`src/rtl/pngstrip_pkg.sv`:
```
// Shared types and constants for the PNG ancillary chunk stripper.
package pngstrip_pkg;

	localparam int QDepth = 4;
	localparam int QPtrW  = $clog2(QDepth);

	localparam logic [7:0]  SigByte0 = 8'h89;
	localparam logic [7:0]  SigByte1 = 8'h50; // P
	localparam logic [7:0]  SigByte2 = 8'h4E; // N
	localparam logic [7:0]  SigByte3 = 8'h47; // G
	localparam logic [31:0] TypeIhdr = 32'h4948_4452;
	localparam logic [31:0] TypePlte = 32'h504C_5445;
	localparam logic [31:0] TypeIdat = 32'h4944_4154;
	localparam logic [31:0] TypeIend = 32'h4945_4E44;
	localparam logic [31:0] CrcLen   = 32'd4;

	typedef enum logic [2:0] {
		PH_SIG   = 3'd0,
		PH_HDR   = 3'd1,
		PH_CHEAD = 3'd2,
		PH_BODY  = 3'd3,
		PH_DROP  = 3'd4
	} phase_t;

	// one queue entry: up to eight bytes to send, plus the end-of-stream mark
	typedef struct packed {
		logic [7:0][7:0] data;
		logic [3:0]      cnt;
		logic            last;
	} cmd_t;

	typedef struct packed {
		logic valid;
		cmd_t cmd;
	} qhead_t;

endpackage

```
`src/rtl/pngstrip_front.sv`:
```
// Front end: byte intake, signature check, chunk header parse and keep decision.
module pngstrip_front import pngstrip_pkg::*; (
	input  logic       clk,
	input  logic       arst_n,
	input  logic       in_valid,
	output logic       in_stall,
	input  logic [7:0] in_byte,
	input  logic       in_last,
	input  logic       full,
	output logic       push,
	output cmd_t       cmd
);

	phase_t          phase_q, phase_nxt;
	logic [2:0]      hc_q, hc_nxt;
	logic [7:0][7:0] hb_q;
	logic [31:0]     br_q, br_nxt;
	logic            keep_q, keep_nxt;

	logic            accept;
	logic [2:0]      pos;
	logic [7:0][7:0] grp;
	logic            sig_ok;
	logic            type_ok;
	logic [31:0]     len;
	logic [31:0]     type_word;

	assign in_stall = full;
	assign accept   = in_valid && !full;

	assign pos = (phase_q == PH_SIG) ? {1'b0, hc_q[1:0]} : hc_q;

	always_comb begin
		for (int i = 0; i < 8; i++) begin
			grp[i] = (pos == 3'(i)) ? in_byte : hb_q[i];
		end
	end

	assign sig_ok = grp[0] == SigByte0 && grp[1] == SigByte1 &&
	                grp[2] == SigByte2 && grp[3] == SigByte3;
	assign len       = {grp[0], grp[1], grp[2], grp[3]};
	assign type_word = {grp[4], grp[5], grp[6], grp[7]};
	assign type_ok   = type_word == TypeIhdr || type_word == TypePlte ||
	                   type_word == TypeIdat || type_word == TypeIend;

	// next state
	always_comb begin
		phase_nxt = phase_q;
		hc_nxt    = hc_q;
		br_nxt    = br_q;
		keep_nxt  = keep_q;
		unique case (phase_q)
			PH_SIG: begin
				hc_nxt = hc_q + 3'd1;
				if (hc_q == 3'd3) begin
					if (sig_ok) begin
						phase_nxt = PH_HDR;
					end else begin
						phase_nxt = PH_DROP;
						hc_nxt    = 3'd0;
					end
				end
			end
			PH_HDR: begin
				hc_nxt = hc_q + 3'd1;
				if (hc_q == 3'd7) phase_nxt = PH_CHEAD;
			end
			PH_CHEAD: begin
				hc_nxt = hc_q + 3'd1;
				if (hc_q == 3'd7) begin
					// negative length reads as zero: only the CRC follows
					br_nxt    = (len[31] ? 32'd0 : len) + CrcLen;
					keep_nxt  = type_ok;
					phase_nxt = PH_BODY;
				end
			end
			PH_BODY: begin
				br_nxt = br_q - 32'd1;
				if (br_q == 32'd1) begin
					phase_nxt = PH_CHEAD;
					hc_nxt    = 3'd0;
					keep_nxt  = 1'b0;
				end
			end
			default: ;
		endcase
		if (in_last) begin
			phase_nxt = PH_SIG;
			hc_nxt    = 3'd0;
			br_nxt    = 32'd0;
			keep_nxt  = 1'b0;
		end
	end

	// queue word
	always_comb begin
		cmd.data = '0;
		cmd.cnt  = 4'd0;
		cmd.last = in_last;
		unique case (phase_q)
			PH_SIG: begin
				if (hc_q == 3'd3 && sig_ok) begin
					cmd.data = grp;
					cmd.cnt  = 4'd4;
				end
			end
			PH_HDR: begin
				cmd.data[0] = in_byte;
				cmd.cnt     = 4'd1;
			end
			PH_CHEAD: begin
				if (hc_q == 3'd7 && type_ok) begin
					cmd.data = grp;
					cmd.cnt  = 4'd8;
				end
			end
			PH_BODY: begin
				if (keep_q) begin
					cmd.data[0] = in_byte;
					cmd.cnt     = 4'd1;
				end
			end
			default: ;
		endcase
		push = accept && (cmd.cnt != 4'd0 || in_last);
	end

	always_ff @(posedge clk or negedge arst_n) begin
		if (!arst_n) begin
			phase_q <= PH_SIG;
			hc_q    <= 3'd0;
			br_q    <= 32'd0;
			keep_q  <= 1'b0;
		end else if (accept) begin
			phase_q <= phase_nxt;
			hc_q    <= hc_nxt;
			br_q    <= br_nxt;
			keep_q  <= keep_nxt;
		end
	end

	always_ff @(posedge clk) begin
		if (accept && (phase_q == PH_SIG || phase_q == PH_CHEAD)) hb_q <= grp;
	end

endmodule

```
`src/rtl/pngstrip_fifo.sv`:
```
// Small command queue between front and back end.
module pngstrip_fifo import pngstrip_pkg::*; (
	input  logic   clk,
	input  logic   arst_n,
	input  logic   push,
	input  cmd_t   wdata,
	output logic   full,
	input  logic   pop,
	output qhead_t head
);

	cmd_t             mem [QDepth];
	logic [QPtrW-1:0] wp_q, rp_q;
	logic [QPtrW:0]   cnt_q;

	assign full       = cnt_q == (QPtrW+1)'(QDepth);
	assign head.valid = cnt_q != '0;
	assign head.cmd   = mem[rp_q];

	always_ff @(posedge clk) begin
		if (push) mem[wp_q] <= wdata;
	end

	always_ff @(posedge clk or negedge arst_n) begin
		if (!arst_n) begin
			wp_q  <= '0;
			rp_q  <= '0;
			cnt_q <= '0;
		end else begin
			if (push) wp_q <= wp_q + 1'b1;
			if (pop) rp_q <= rp_q + 1'b1;
			if (push && !pop) cnt_q <= cnt_q + 1'b1;
			else if (pop && !push) cnt_q <= cnt_q - 1'b1;
		end
	end

endmodule

```
`src/rtl/pngstrip_back.sv`:
```
// Back end: unpacks queue words into single output bytes behind an output register.
module pngstrip_back import pngstrip_pkg::*; (
	input  logic       clk,
	input  logic       arst_n,
	input  qhead_t     head,
	output logic       pop,
	output logic       out_valid,
	input  logic       out_stall,
	output logic [7:0] out_byte,
	output logic       has_byte,
	output logic       out_last
);

	logic [2:0] idx_q;
	logic       ov_q;
	logic       load;
	logic       final_one;

	assign load      = head.valid && (!ov_q || !out_stall);
	assign final_one = head.cmd.cnt == 4'd0 || {1'b0, idx_q} == head.cmd.cnt - 4'd1;
	assign pop       = load && final_one;
	assign out_valid = ov_q;

	always_ff @(posedge clk or negedge arst_n) begin
		if (!arst_n) begin
			ov_q  <= 1'b0;
			idx_q <= 3'd0;
		end else begin
			if (load) ov_q <= 1'b1;
			else if (!out_stall) ov_q <= 1'b0;
			if (load) idx_q <= final_one ? 3'd0 : idx_q + 3'd1;
		end
	end

	always_ff @(posedge clk) begin
		if (load) begin
			out_byte <= (head.cmd.cnt == 4'd0) ? 8'd0 : head.cmd.data[idx_q];
			has_byte <= head.cmd.cnt != 4'd0;
			out_last <= head.cmd.last && final_one;
		end
	end

endmodule

```
`src/rtl/png_ancillary_chunk_stripper_top.sv`:
```
// Top level of the PNG ancillary chunk stripper.
//  channel | dir | handshake           | payload
//  in      | in  | in_valid/in_stall   | in_byte, in_last
//  out     | out | out_valid/out_stall | out_byte, has_byte, out_last
// One input byte per cycle is taken while the 4-entry queue has room.
// Unless out_stall holds it, the back end sends one result per cycle; a kept
// chunk header gives an 8-byte burst and the signature a 4-byte burst, which
// the queue absorbs.
// Reset clears all control state at once; no clearing pass is needed.
// in_stall rises only when the queue is full.
module png_ancillary_chunk_stripper_top import pngstrip_pkg::*; (
	input  logic       clk,
	input  logic       arst_n,
	input  logic       in_valid,
	output logic       in_stall,
	input  logic [7:0] in_byte,
	input  logic       in_last,
	output logic       out_valid,
	input  logic       out_stall,
	output logic [7:0] out_byte,
	output logic       has_byte,
	output logic       out_last
);

	logic   push, full, pop;
	cmd_t   cmd;
	qhead_t head;

	pngstrip_front u_front (
		.clk      (clk),
		.arst_n   (arst_n),
		.in_valid (in_valid),
		.in_stall (in_stall),
		.in_byte  (in_byte),
		.in_last  (in_last),
		.full     (full),
		.push     (push),
		.cmd      (cmd)
	);

	pngstrip_fifo u_fifo (
		.clk    (clk),
		.arst_n (arst_n),
		.push   (push),
		.wdata  (cmd),
		.full   (full),
		.pop    (pop),
		.head   (head)
	);

	pngstrip_back u_back (
		.clk       (clk),
		.arst_n    (arst_n),
		.head      (head),
		.pop       (pop),
		.out_valid (out_valid),
		.out_stall (out_stall),
		.out_byte  (out_byte),
		.has_byte  (has_byte),
		.out_last  (out_last)
	);

	a_bare_is_last: assert property (@(posedge clk) disable iff (!arst_n)
		out_valid && !has_byte |-> out_last && out_byte == 8'd0)
		else $error("bare result without end mark");

	a_pop_nonempty: assert property (@(posedge clk) disable iff (!arst_n)
		pop |-> head.valid)
		else $error("pop from empty queue");

	a_no_push_full: assert property (@(posedge clk) disable iff (!arst_n)
		push |-> !full)
		else $error("push into full queue");

endmodule
```
`config.mk`:
```
export PLATFORM = sky130hd
export DESIGN_NAME = png_ancillary_chunk_stripper_top
export DESIGN_NICKNAME = d
export VERILOG_FILES = /design/src/rtl/pngstrip_pkg.sv /design/src/rtl/pngstrip_front.sv /design/src/rtl/pngstrip_fifo.sv /design/src/rtl/pngstrip_back.sv /design/src/rtl/png_ancillary_chunk_stripper_top.sv
export SDC_FILE = /design/constraint.sdc
export NUM_CORES = 1
export LEC_CHECK = 0
export BUFFER_PORTS_ARGS = -buffer_cell sky130_fd_sc_hd__clkbuf_2
export CORE_AREA = 2 2 253 255
export DETAILED_ROUTE_END_ITERATION = 10
export DIE_AREA = 0 0 255 257
export GPL_TIMING_DRIVEN = 0
export HOLD_SLACK_MARGIN = 0.03
export PLACE_DENSITY = 0.4
export SYNTH_ARGS = -nofsm -noshare
export SYNTH_HDL_FRONTEND = slang
export SYNTH_SLANG_ARGS = --single-unit
```
`constraint.sdc`:
```
create_clock -name clk -period 9.7 [get_ports clk]
set_input_delay 0.485 -clock clk [delete_from_list [all_inputs] [get_ports clk]]
set_output_delay 0.485 -clock clk [all_outputs]
set_load 0.005 [all_outputs]
```
* Word level (Yosys, flattened, before mapping) *
Memories as Yosys holds them, arrays and structs flattened.
Cells that the tools add are included.

word-level totals
  word-level logic and storage cells = 142
  register bits = 124
  bits of input ports = 13
  output and inout port bits = 12
  RAM bits = 276
  memories kept = 1

memory list
  name        depth  bits a word  rd ports  clocked after memory_dff  wr ports  line                 RTL
  u_fifo.mem  4      69           1         0                         1         pngstrip_fifo.sv:12  cmd_t mem [QDepth];

operators by class
  $lt $le $gt $ge = 1
  reduce and logical (&&, ||, !) cells = 40
  $add $sub $neg = 9
  equal/unequal tests = 28
  mux-type cells = 43

operators by type and width
  kind                                                                     count
  68-bit two-way mux                                                       2
  32-bit by 31-bit equality test with 1-bit output, second input constant  4
  56-bit case mux with 2 select lines                                      1
  8-bit two-way mux                                                        9
  32-bit two-way mux                                                       2
  32-bit case mux with 2 select lines                                      1
  12-bit case mux with 4 select lines                                      1
  3-bit two-way mux                                                        14
  32-bit by 3-bit adder with 32-bit output, second input constant          1
  32-bit by 1-bit equality test with 1-bit output, second input constant   1
  32-bit by 1-bit subtractor with 32-bit output, second input constant     1
  31-bit two-way mux                                                       1
  8-bit binary-select mux with 3-bit select                                1
  8-bit by 7-bit equality test with 1-bit output, second input constant    3
  3-bit equality test, second input constant                               6
  3-bit by 2-bit equality test with 1-bit output, second input constant    5
  1-bit logical AND                                                        13
  12-bit two-way mux                                                       1
  3-bit case mux with 4 select lines                                       1
  4-bit nonzero test                                                       3
  3-bit by 1-bit adder with 3-bit output, second input constant            3
  3-bit by 2-bit inequality test with 1-bit output, second input constant  3
  3-bit case mux with 3 select lines                                       1
  8-bit equality test, second input constant                               1
  21 further kinds                                                         42

* Depth between registers and ports, before layout *
Gate-level depths: netlist of the first run.

  depth in word-level cells = 18
  depth in mapped cells = 18
  mapped depth without buffers = 17

* Hierarchy *
A second synthesis of the first run with hierarchy kept.

unflattened totals
  cell total of the unflattened synthesis = 1364
  area total of the unflattened synthesis = 19398.6 µm²

modules (own cells, without submodules)
  module          instances  cells each  area an instance (µm²)  seq. area each (µm²)
  pngstrip_fifo   1          395         10427.5                 8463.1
  pngstrip_front  1          885         7860.0                  2897.8
  pngstrip_back   1          84          1111.1                  400.4

* Worst setup path after synthesis of the first run *
No wires, ideal clock.

  kind = flip-flop to flip-flop
  start point = reg u_front.hc_q[1]
  end point = mem u_fifo.mem[0][0] (netlist name), enable pin
  data required time = 9108 ps
  cell stages (with the launch flop) = 12
  arrival time = 7475 ps
  setup slack = 1633 ps
  setup time = 592 ps
  period minus slack after synthesis = 8067 ps
  buffers on the path = 1
  cell sequence = dfrtp_1 inv_1 ha_1 clkbuf_1 o311ai_1 or4_1 a221oi_1 a32oi_1 nor4_1 o21a_1 nor4_2 nor3b_1

on the way
  cells in the longest elaborated chain, start to end = 15
  elaborated cells between the ends (all ways) = 43
  classes of those cells = 17 x eq/ne; 14 x mux; 12 x reduce/logical

ends and longest elaborated chain
  item                                                                        line                                          RTL
  start: declaration                                                          pngstrip_front.sv:15                          logic [2:0] hc_q, hc_nxt;
  start signal: assignment                                                    pngstrip_front.sv:136                         hc_q <= hc_nxt;
  3-bit two-way mux                                                           pngstrip_front.sv:31                          assign pos = (phase_q == PH_SIG) ? {1'b0, hc_q[1:0]} : hc_q;
  3-bit equality test (tied with other cells)                                 pngstrip_front.sv:35                          grp[i] = (pos == 3'(i)) ? in_byte : hb_q[i];
  8-bit two-way mux                                                           pngstrip_front.sv:35
  32-bit by 31-bit equality test with 1-bit output (tied with other cells)    pngstrip_front.sv:43                          assign type_ok = type_word == TypeIhdr || type_word == TypePlte ||
  1-bit logical OR / 1-bit logical AND (equally long branches) (2 in series)  pngstrip_front.sv:43, pngstrip_front.sv:39
  1-bit logical OR / 1-bit logical AND (equally long branches)                pngstrip_front.sv:44, pngstrip_front.sv:40
  1-bit logical AND (on tied branches)                                        pngstrip_front.sv:112, pngstrip_front.sv:102
  68-bit two-way mux (on tied branches)                                       pngstrip_front.sv:112, pngstrip_front.sv:102
  12-bit case mux with 4 select lines (*)                                     pngstrip_front.sv:100                         unique case (phase_q)
  4-bit nonzero test (*)                                                      pngstrip_front.sv:125                         push = accept && (cmd.cnt != 4'd0 || in_last);
  1-bit logical OR (*)                                                        pngstrip_front.sv:125
  1-bit logical AND (*)                                                       pngstrip_front.sv:125
  1-bit two-way mux (*)                                                       pngstrip_fifo.sv:21                           if (push) mem[wp_q] <= wdata;
  1-bit two-way mux (not written as such) (*)                                 pngstrip_fifo.sv:21
  end: declaration                                                            pngstrip_fifo.sv:12

Mark *: on every way between the ends. The rest lies on a longest branch, timed or not.

* Final worst setup path of the first run *
  start point = reg u_fifo.rp_q[0]
  end point = reg u_fifo.cnt_q[1]

on the way
  cells in the longest elaborated chain, start to end = 8
  elaborated cells between the ends (all ways) = 11
  classes of those cells = 1 x add/sub; 1 x eq/ne; 1 x mux; 7 x reduce/logical; 1 x memory

ends and longest elaborated chain
  item                                                            line                 RTL
  start: declaration                                              pngstrip_fifo.sv:13  logic [QPtrW-1:0] wp_q, rp_q;
  start signal: assignment                                        pngstrip_fifo.sv:31  if (pop) rp_q <= rp_q + 1'b1;
  memory 4 x 69 bit (*)                                           -
  4-bit by 1-bit subtractor with 4-bit output                     pngstrip_back.sv:20  assign final_one = head.cmd.cnt == 4'd0 || {1'b0, idx_q} == head.cmd.cnt - 4'd1;
  3-bit by 4-bit equality test with 1-bit output                  pngstrip_back.sv:20
  1-bit logical OR (*)                                            pngstrip_back.sv:20
  1-bit logical AND (*)                                           pngstrip_back.sv:21  assign pop = load && final_one;
  1-bit logical NOT                                               pngstrip_fifo.sv:32  if (push && !pop) cnt_q <= cnt_q + 1'b1;
  1-bit logical AND                                               pngstrip_fifo.sv:32
  3-bit two-way mux / 2-bit nonzero test (equally long branches)  -
  end signal: assignment                                          pngstrip_fifo.sv:32
  end signal: assignment                                          pngstrip_fifo.sv:33  else if (pop && !push) cnt_q <= cnt_q - 1'b1;
  end: declaration                                                pngstrip_fifo.sv:14  logic [QPtrW:0] cnt_q;

Marks and branches as above.
A chain may end at the register's enable or synchronous reset.

==> run_results.csv, run 1 <==
group,metric,value,unit
outcome,status,"completed",
power,vdd_drop_max,0.140,mV
power,p_leak,7.74,nW
synthesis,synth_top_area_cell,"edfxtp_1",
power,seq_power_share,36.7,%
layout,syn2layout_area_growth,17.1,%
layout,stdcell_count,2360,
critical_path,cp_data_arrival_time,6.04,ns
timing,worstMarginPinSlew,1.25,ns
hold_path,hp-class,"primary input to register",
clock_network,path_clk_slew,0.05,ns
synthesis,netlist.area_leader.share,55.4,%
critical_path,cpMaxStageDelayCell,"o32ai_1",
layout,num-fill-cells,6127,
floorplan,rows,92,
layout,drive_above_1_share,17.7,%
critical_path,crit_type,"register to register",
route,first_iter_violations,1056,
clock_network,h-tree-depth,2,
route,drc,0,
critical_path,critPathLaunchType,"register",
placement,gp_congestion,0.827,
critical_path,cp_max_fo,10,
layout,regArea,11600,um2
clock_network,clock_latency,0.60,ns
critical_path,crit_required,10.17,ns
flow_run,maxCapViolations,0,
critical_path,path_cells,"clkbuf_1 -> buf_2 -> buf_1 -> mux4_2 -> inv_1 -> ha_1 -> xnor2_1 -> o32ai_1 -> nand2_1 -> ha_1 -> inv_1 -> fa_1 -> mux2_2",
placement,place_area,20400,um2
power,powerDensity,292,nW/um2
timing,fin_crit_sh,57.5,%
route,dr.pass1.iters,5,
power,switching_share,36.0,%
synthesis,synth_area_leaders,"edfxtp_1 55%, mux4_2 10%, dfrtp_1 6.7%, nand2_1 2.3%, nor2_1 2.2%",
route,postRouteAntennaNets,0,
placement,portBuffers,20,
synthesis,yosysSeqAreaShare,62.1,%
clock_network,cts_tree,"built",
timing,maxSlewViolCount,0,
critical_path,end_kind,"register",
clock_network,cts_root_buf,"clkbuf_16",
floorplan,io_pins,25,
global_routing,grt-ovfl-total,0,
timing,hold_viol_final,0,
global_routing,use_met1,26.7,%
route,avgRoutedWirePerCell,25.1,um
timing,fin_skew,0.0256,ns
clock_network,numCtsBuffers,48,
synthesis,avgSynthCellArea,13.7,um2
power,p_sw,0.00231,W
timing,fmax,179,MHz
global_routing,grt_start_max_net_pins,31,
timing,rsz0062_at_grt,"false",
placement,dp.cells,2269,
timing,maxSlewHeadroom,16.6,%
synthesis,synthCells,1365,
synthesis,async_flop_share,12.6,%
synthesis,synth_fp_nets,1397,
layout,multi_input_area,6570,um2
floorplan,die_w,255,um
layout,final_nets,1506,
synthesis,synth_warnings,0,
floorplan,fp.dieH,257,um
route,viasPerCell,5.18,
global_routing,grt_pass1_wl,86500,um
global_routing,grt_usage,18.3,%
timing,setup_viol,0,
layout,final_area,21900,um2
clock_network,clk_path_buf_depth,3,
placement,hpwl,42800,um
global_routing,grt_antenna_before_repair,0,
route,vias,12218,
power,clockPowerShare,27.2,%
synthesis,synth_edf_count,346,
floorplan,core,62700,um2
critical_path,cpLargestDelayFamily,"buffers and inverters",
global_routing,grt_use_met2,28.4,%
floorplan,start_util,29.9,%
route,wl,59200,um
critical_path,max_stage_delay,0.97,ns
clock_network,cts_sinks,396,
power,p_int,0.00411,W
power,power_frac_comb,36.1,%
global_routing,grt_pass1_vias,12139,
synthesis,synth_area,18700,um2
critical_path,crit_buf_inv,5,
synthesis,ys.flop_type,"edfxtp_1",
global_routing,use_met3,2.69,%
floorplan,dieArea,65500,um2
synthesis,ys_types,88,
synthesis,ys_ff_latch,396,
timing,min_period,5.57,ns
global_routing,top_usage_layer,"met2",
[Yosys cell counts, drive strengths merged, types with 11 or more instances]
cell,instances
edfxtp,346
nand2,117
nor2,108
o21ai,88
mux4,84
inv,59
clkbuf,57
a21oi,52
dfrtp,50
nor3,43
mux2i,41
xnor2,27
nor4,25
buf,22
nand3,19
ha,18
nor2b,17
mux2,12
nand4,11
[layer usage]
layer / wire, um / vias up
met4: 1440 / 0
met2: 27300 / 340
met5: 0 / -
met1: 27600 / 6302
met3: 2850 / 74
li1: - / 5502
[cells by family after synthesis]
| logic type | Yosys count | share of synthesized area (%) |
|---|---|---|
| flops | 396 | 62.1 |
| buf+inv | 138 | 2.98 |
| xor+xnor | 30 | 1.40 |
| simple gates | 408 | 10.8 |
| fa+ha+maj | 20 | 1.36 |
| compound gates | 236 | 8.27 |
| mux | 137 | 13.0 |
[registers in the layout, summed over array words and instances (netlist names), 3 cells and up]
register and cells:
u_back.idx_q 3, u_back.out_byte 8, u_fifo.cnt_q 3, u_fifo.mem 272, u_front.br_q 32, u_front.hb_q 64, u_front.hc_q 3, u_front.phase_q 3
[worst register-to-register path: stages (launching register included)]
cell	delay (ns)
dfrtp_1	0.32
clkbuf_1	0.41
buf_2	0.50
buf_1	0.86
mux4_2	0.65
inv_1	0.10
ha_1	0.24
xnor2_1	0.14
o32ai_1	0.97
nand2_1	0.26
ha_1	0.28
inv_1	0.07
fa_1	0.40
mux2_2	0.27
[stage by stage]
stage	power, W	util, %	hold WS, ns	setup slack [ns]	setup TNS (ns)
2_1_floorplan	0.00386	-	0.189	1.63	0
3_3_place_gp	0.00472	31.7	0.461	-4.38	-1161.59
3_5_place_dp	0.00473	32.5	0.457	3.88	0
4_1_cts	0.00650	35.0	0.103	3.87	0
5_1_grt	0.00676	35.0	0.127	3.64	0
6_report	0.00641	35.0	0.128	4.13	0
[timing repair]
item	CTS	global route
endpoints found under the setup margin	0	0
hold buffers	1	0
endpoints found under the hold margin	20	0
gates resized for setup	0	0
setup buffers	0	0
[placed cells by master, fill, tap and decap left out, drive strengths merged, types with 8 or more instances in the layout]
cell type / count
a21oi: 52
and2: 8
and3: 8
buf: 60
clkbuf: 135
clkinv: 25
dfrtp: 50
edfxtp: 346
ha: 18
inv: 61
mux2: 12
mux2i: 41
mux4: 84
nand2: 117
nand2b: 8
nand3: 19
nand4: 11
nor2: 108
nor2b: 17
nor3: 43
nor3b: 10
nor4: 25
o21ai: 88
o22ai: 8
or3: 9
xnor2: 27
[cell type report]
| class | instances | share of cell area, % |
|---|---|---|
| multi-input cells | 831 | 29.9 |
| clock buffers | 58 | 5.78 |
| clock inverters | 30 | 1.12 |
| plain buffers | 79 | 1.52 |
| flip-flops and latches | 396 | 53.1 |
| inverters | 59 | 1.02 |
| diodes | 2 | 0.0228 |
| repair buffers | 59 | 2.70 |
| well taps | 846 | 4.82 |
[worst paths after layout]
path | startpoint | end | slack, ns | depth (start not counted)
min in group asynchronous | arst_n | u_front.br_q[26]$_DFFE_PN0P_ | 0.37 | 2
hold / removal | out_stall | u_back.out_valid$_DFFE_PN0P_ | 0.13 | 3
max in group asynchronous | arst_n | u_fifo.rp_q[1]$_DFFE_PN0P_ | 8.79 | 3
setup / recovery | u_fifo.rp_q[0]$_DFFE_PN0P_ | u_fifo.cnt_q[1]$_DFFE_PN0P_ | 4.13 | 13
setup reg to reg | u_fifo.rp_q[0]$_DFFE_PN0P_ | u_fifo.cnt_q[1]$_DFFE_PN0P_ | 4.13 | 13
hold reg to reg | u_front.keep_q$_DFFE_PN0P_ | u_front.keep_q$_DFFE_PN0P_ | 0.47 | 2
[power groups by stage]
stage / clock (W) / sequential, W / combinational [W]
finish: 0.00174 / 0.00235 / 0.00231
global route: 0.00186 / 0.00238 / 0.00251
CTS: 0.00179 / 0.00235 / 0.00236
detailed placement: 0 / 0.00238 / 0.00235
global placement: 0 / 0.00244 / 0.00227
floorplan: 0 / 0.00237 / 0.00149
No activity file was read; power rests on OpenSTA's default activity.
==> run 2: changes to the inputs <==
Clock period 9.7 ns to 5.3 ns, I/O delays scaled along.
==> run_results.csv, run 2 (same netlist as run 1, synthesis figures left out) <==
group,metric,value,unit
timing,min_period,5.01,ns
layout,largest_register_ffs,272,
clock_network,h-tree-depth,2,
floorplan,core,62700,um2
timing,hold_viol_final,0,
clock_network,path_clk_slew,0.06,ns
layout,stdcell_count,2345,
global_routing,grt_start_max_net_pins,41,
critical_path,cp_data_arrival_time,5.49,ns
critical_path,crit_type,"register to register",
critical_path,cp_max_fo,10,
placement,dp.cells,2258,
timing,fin_ws,0.286,ns
floorplan,die_w,255,um
clock_network,clk_path_buf_depth,3,
floorplan,io_pins,25,
placement,place_area,20500,um2
route,dr.pass1.iters,5,
power,p_leak,7.81,nW
timing,fin_crit_sh,94.6,%
placement,hpwl,42600,um
timing,fmax,199,MHz
critical_path,end_kind,"register",
timing,maxSlewViolCount,0,
hold_path,hp-class,"primary input to asynchronous set/reset pin",
global_routing,grt-ovfl-total,0,
floorplan,rows,92,
layout,antenna_cells,0,
timing,worstMarginPinSlew,1.22,ns
clock_network,cts_sinks,396,
route,wl,59100,um
timing,rsz0062_at_grt,"false",
floorplan,start_util,29.9,%
layout,final_area,22200,um2
timing,holdWs,0.110,ns
placement,portBuffers,20,
placement,post-place-ws,-0.760,ns
timing,setup_viol,0,
layout,reg_top3,"u_fifo.mem x272, u_front.hb_q x64, u_front.br_q x32",
route,vias,12204,
floorplan,fp.dieH,257,um
critical_path,critPathLaunchType,"register",
critical_path,crit_required,5.77,ns
global_routing,grt_pass1_vias,12175,
outcome,status,"completed",
route,viasPerCell,5.20,
route,postRouteAntennaNets,0,
layout,drive_above_1_share,17.6,%
flow_run,maxCapViolations,0,
power,vdd_drop_max,0.332,mV
layout,layout_common_cells,"346 x edfxtp_1, 115 x nand2_1, 107 x nor2_1, 84 x mux4_2, 70 x o21ai_0",
route,drc,0,
route,first_iter_violations,1147,
global_routing,grt_pass1_wl,86600,um
clock_network,clock_latency,0.60,ns
layout,layout_commonest_cell,"edfxtp_1",
layout,final_nets,1494,
clock_network,cts_root_buf,"clkbuf_16",
placement,gp_congestion,0.866,
power,powerDensity,544,nW/um2
global_routing,grt_usage,18.3,%
clock_network,cts_tree,"built",
layout,fin_util,35.3,%
layout,syn2layout_area_growth,18.3,%
floorplan,dieArea,65500,um2
layout,num-fill-cells,6064,
global_routing,grt_antenna_before_repair,1,
timing,fin_skew,0.0241,ns
clock_network,numCtsBuffers,46,
layout,regMostFlops,"u_fifo.mem",
timing,maxSlewHeadroom,18.7,%
route,avgRoutedWirePerCell,25.2,um
## run 2: cell types whose count changed in the layout (fill, tap and decap cells not counted), moves of 3 or more
cell	delta
bufinv_16	+6
nor3b_4	+4
clkinv_1	-4
buf_6	-28
buf_16	+10
buf_8	+8
clkinvlp_4	+3
nor3b_2	-4
clkbuf_1	-4
## run 2: power breakdown
part | switching (W) | internal, W | leakage [nW] | total, W
clock | 0.00133 | 0.00209 | 0.787 | 0.00342
sequential | 0.000254 | 0.00405 | 3.96 | 0.00431
combinational | 0.00267 | 0.00165 | 3.06 | 0.00432
total | 0.00426 | 0.00779 | 7.81 | 0.0121
## run 2: worst max-delay path, cell delays in order (launching register included)
cell and delay, ns:
dfrtp_1 0.42, inv_1 0.10, ha_1 0.27, o311a_1 0.31
buf_1 0.55, mux2i_1 0.55, nor2_1 0.08, a32oi_1 0.29
nor4_1 0.13, o21a_1 0.28, nor4_4 0.64, nor2_1 0.24
ha_1 0.29, inv_1 0.07, fa_1 0.41, mux2_2 0.27
## run 2: area by class of cell
class	instances	area, um2	share of cell area (%)
sequential	396	11600	52.5
clock inverter	32	407	1.83
tap	846	1060	4.77
clock buffer	53	1220	5.50
multi-input combinational	831	6620	29.9
timing repair buffer	50	671	3.02
inverter	59	224	1.01
buffer	78	332	1.50
## run 2: timing repair
| action | in CTS | in global routing |
|---|---|---|
| buffers inserted | 0 | 1 |
| gates resized for setup | 2 | 4 |
| hold buffers | 2 | 0 |
| endpoints found under the setup margin | 3 | 36 |
| hold endpoints to repair | 52 | 0 |
| pin swaps | 0 | 1 |
## run 2: final timing paths
check	startpoint	endpoint	slack, ns	cells past startpoint
min in group clk	in_last	u_fifo.mem[0][0]$_DFFE_PP_	0.20	1
max	u_front.hc_q[0]$_DFFE_PN0P_	u_fifo.cnt_q[1]$_DFFE_PN0P_	0.29	15
max in group asynchronous	arst_n	u_fifo.rp_q[0]$_DFFE_PN0P_	4.65	3
min reg2reg	u_fifo.cnt_q[2]$_DFFE_PN0P_	u_fifo.cnt_q[2]$_DFFE_PN0P_	0.48	1
min	arst_n	u_fifo.wp_q[1]$_DFFE_PN0P_	0.11	2
max reg2reg	u_front.hc_q[0]$_DFFE_PN0P_	u_fifo.cnt_q[1]$_DFFE_PN0P_	0.29	15
## run 2: through the flow
stage               total power, W   TNS, ns
finish                      0.0121         0
global route                0.0127         0
CTS                         0.0122         0
detailed placement         0.00872     -1.61
global placement           0.00862  -1153.46
floorplan                  0.00705    -97.38
## run 2: per-layer routing
metal / part of all wire [%] / track usage (%) / up-vias / routed length (um)
met4: 2.5 / 4.87 / 0 / 1450
met5: 0 / 0 / - / 0
met1: 48 / 27.3 / 6320 / 28100
li1: - / - / 5463 / -
met2: 45 / 27.9 / 338 / 26800
met3: 4.7 / 2.61 / 83 / 2790
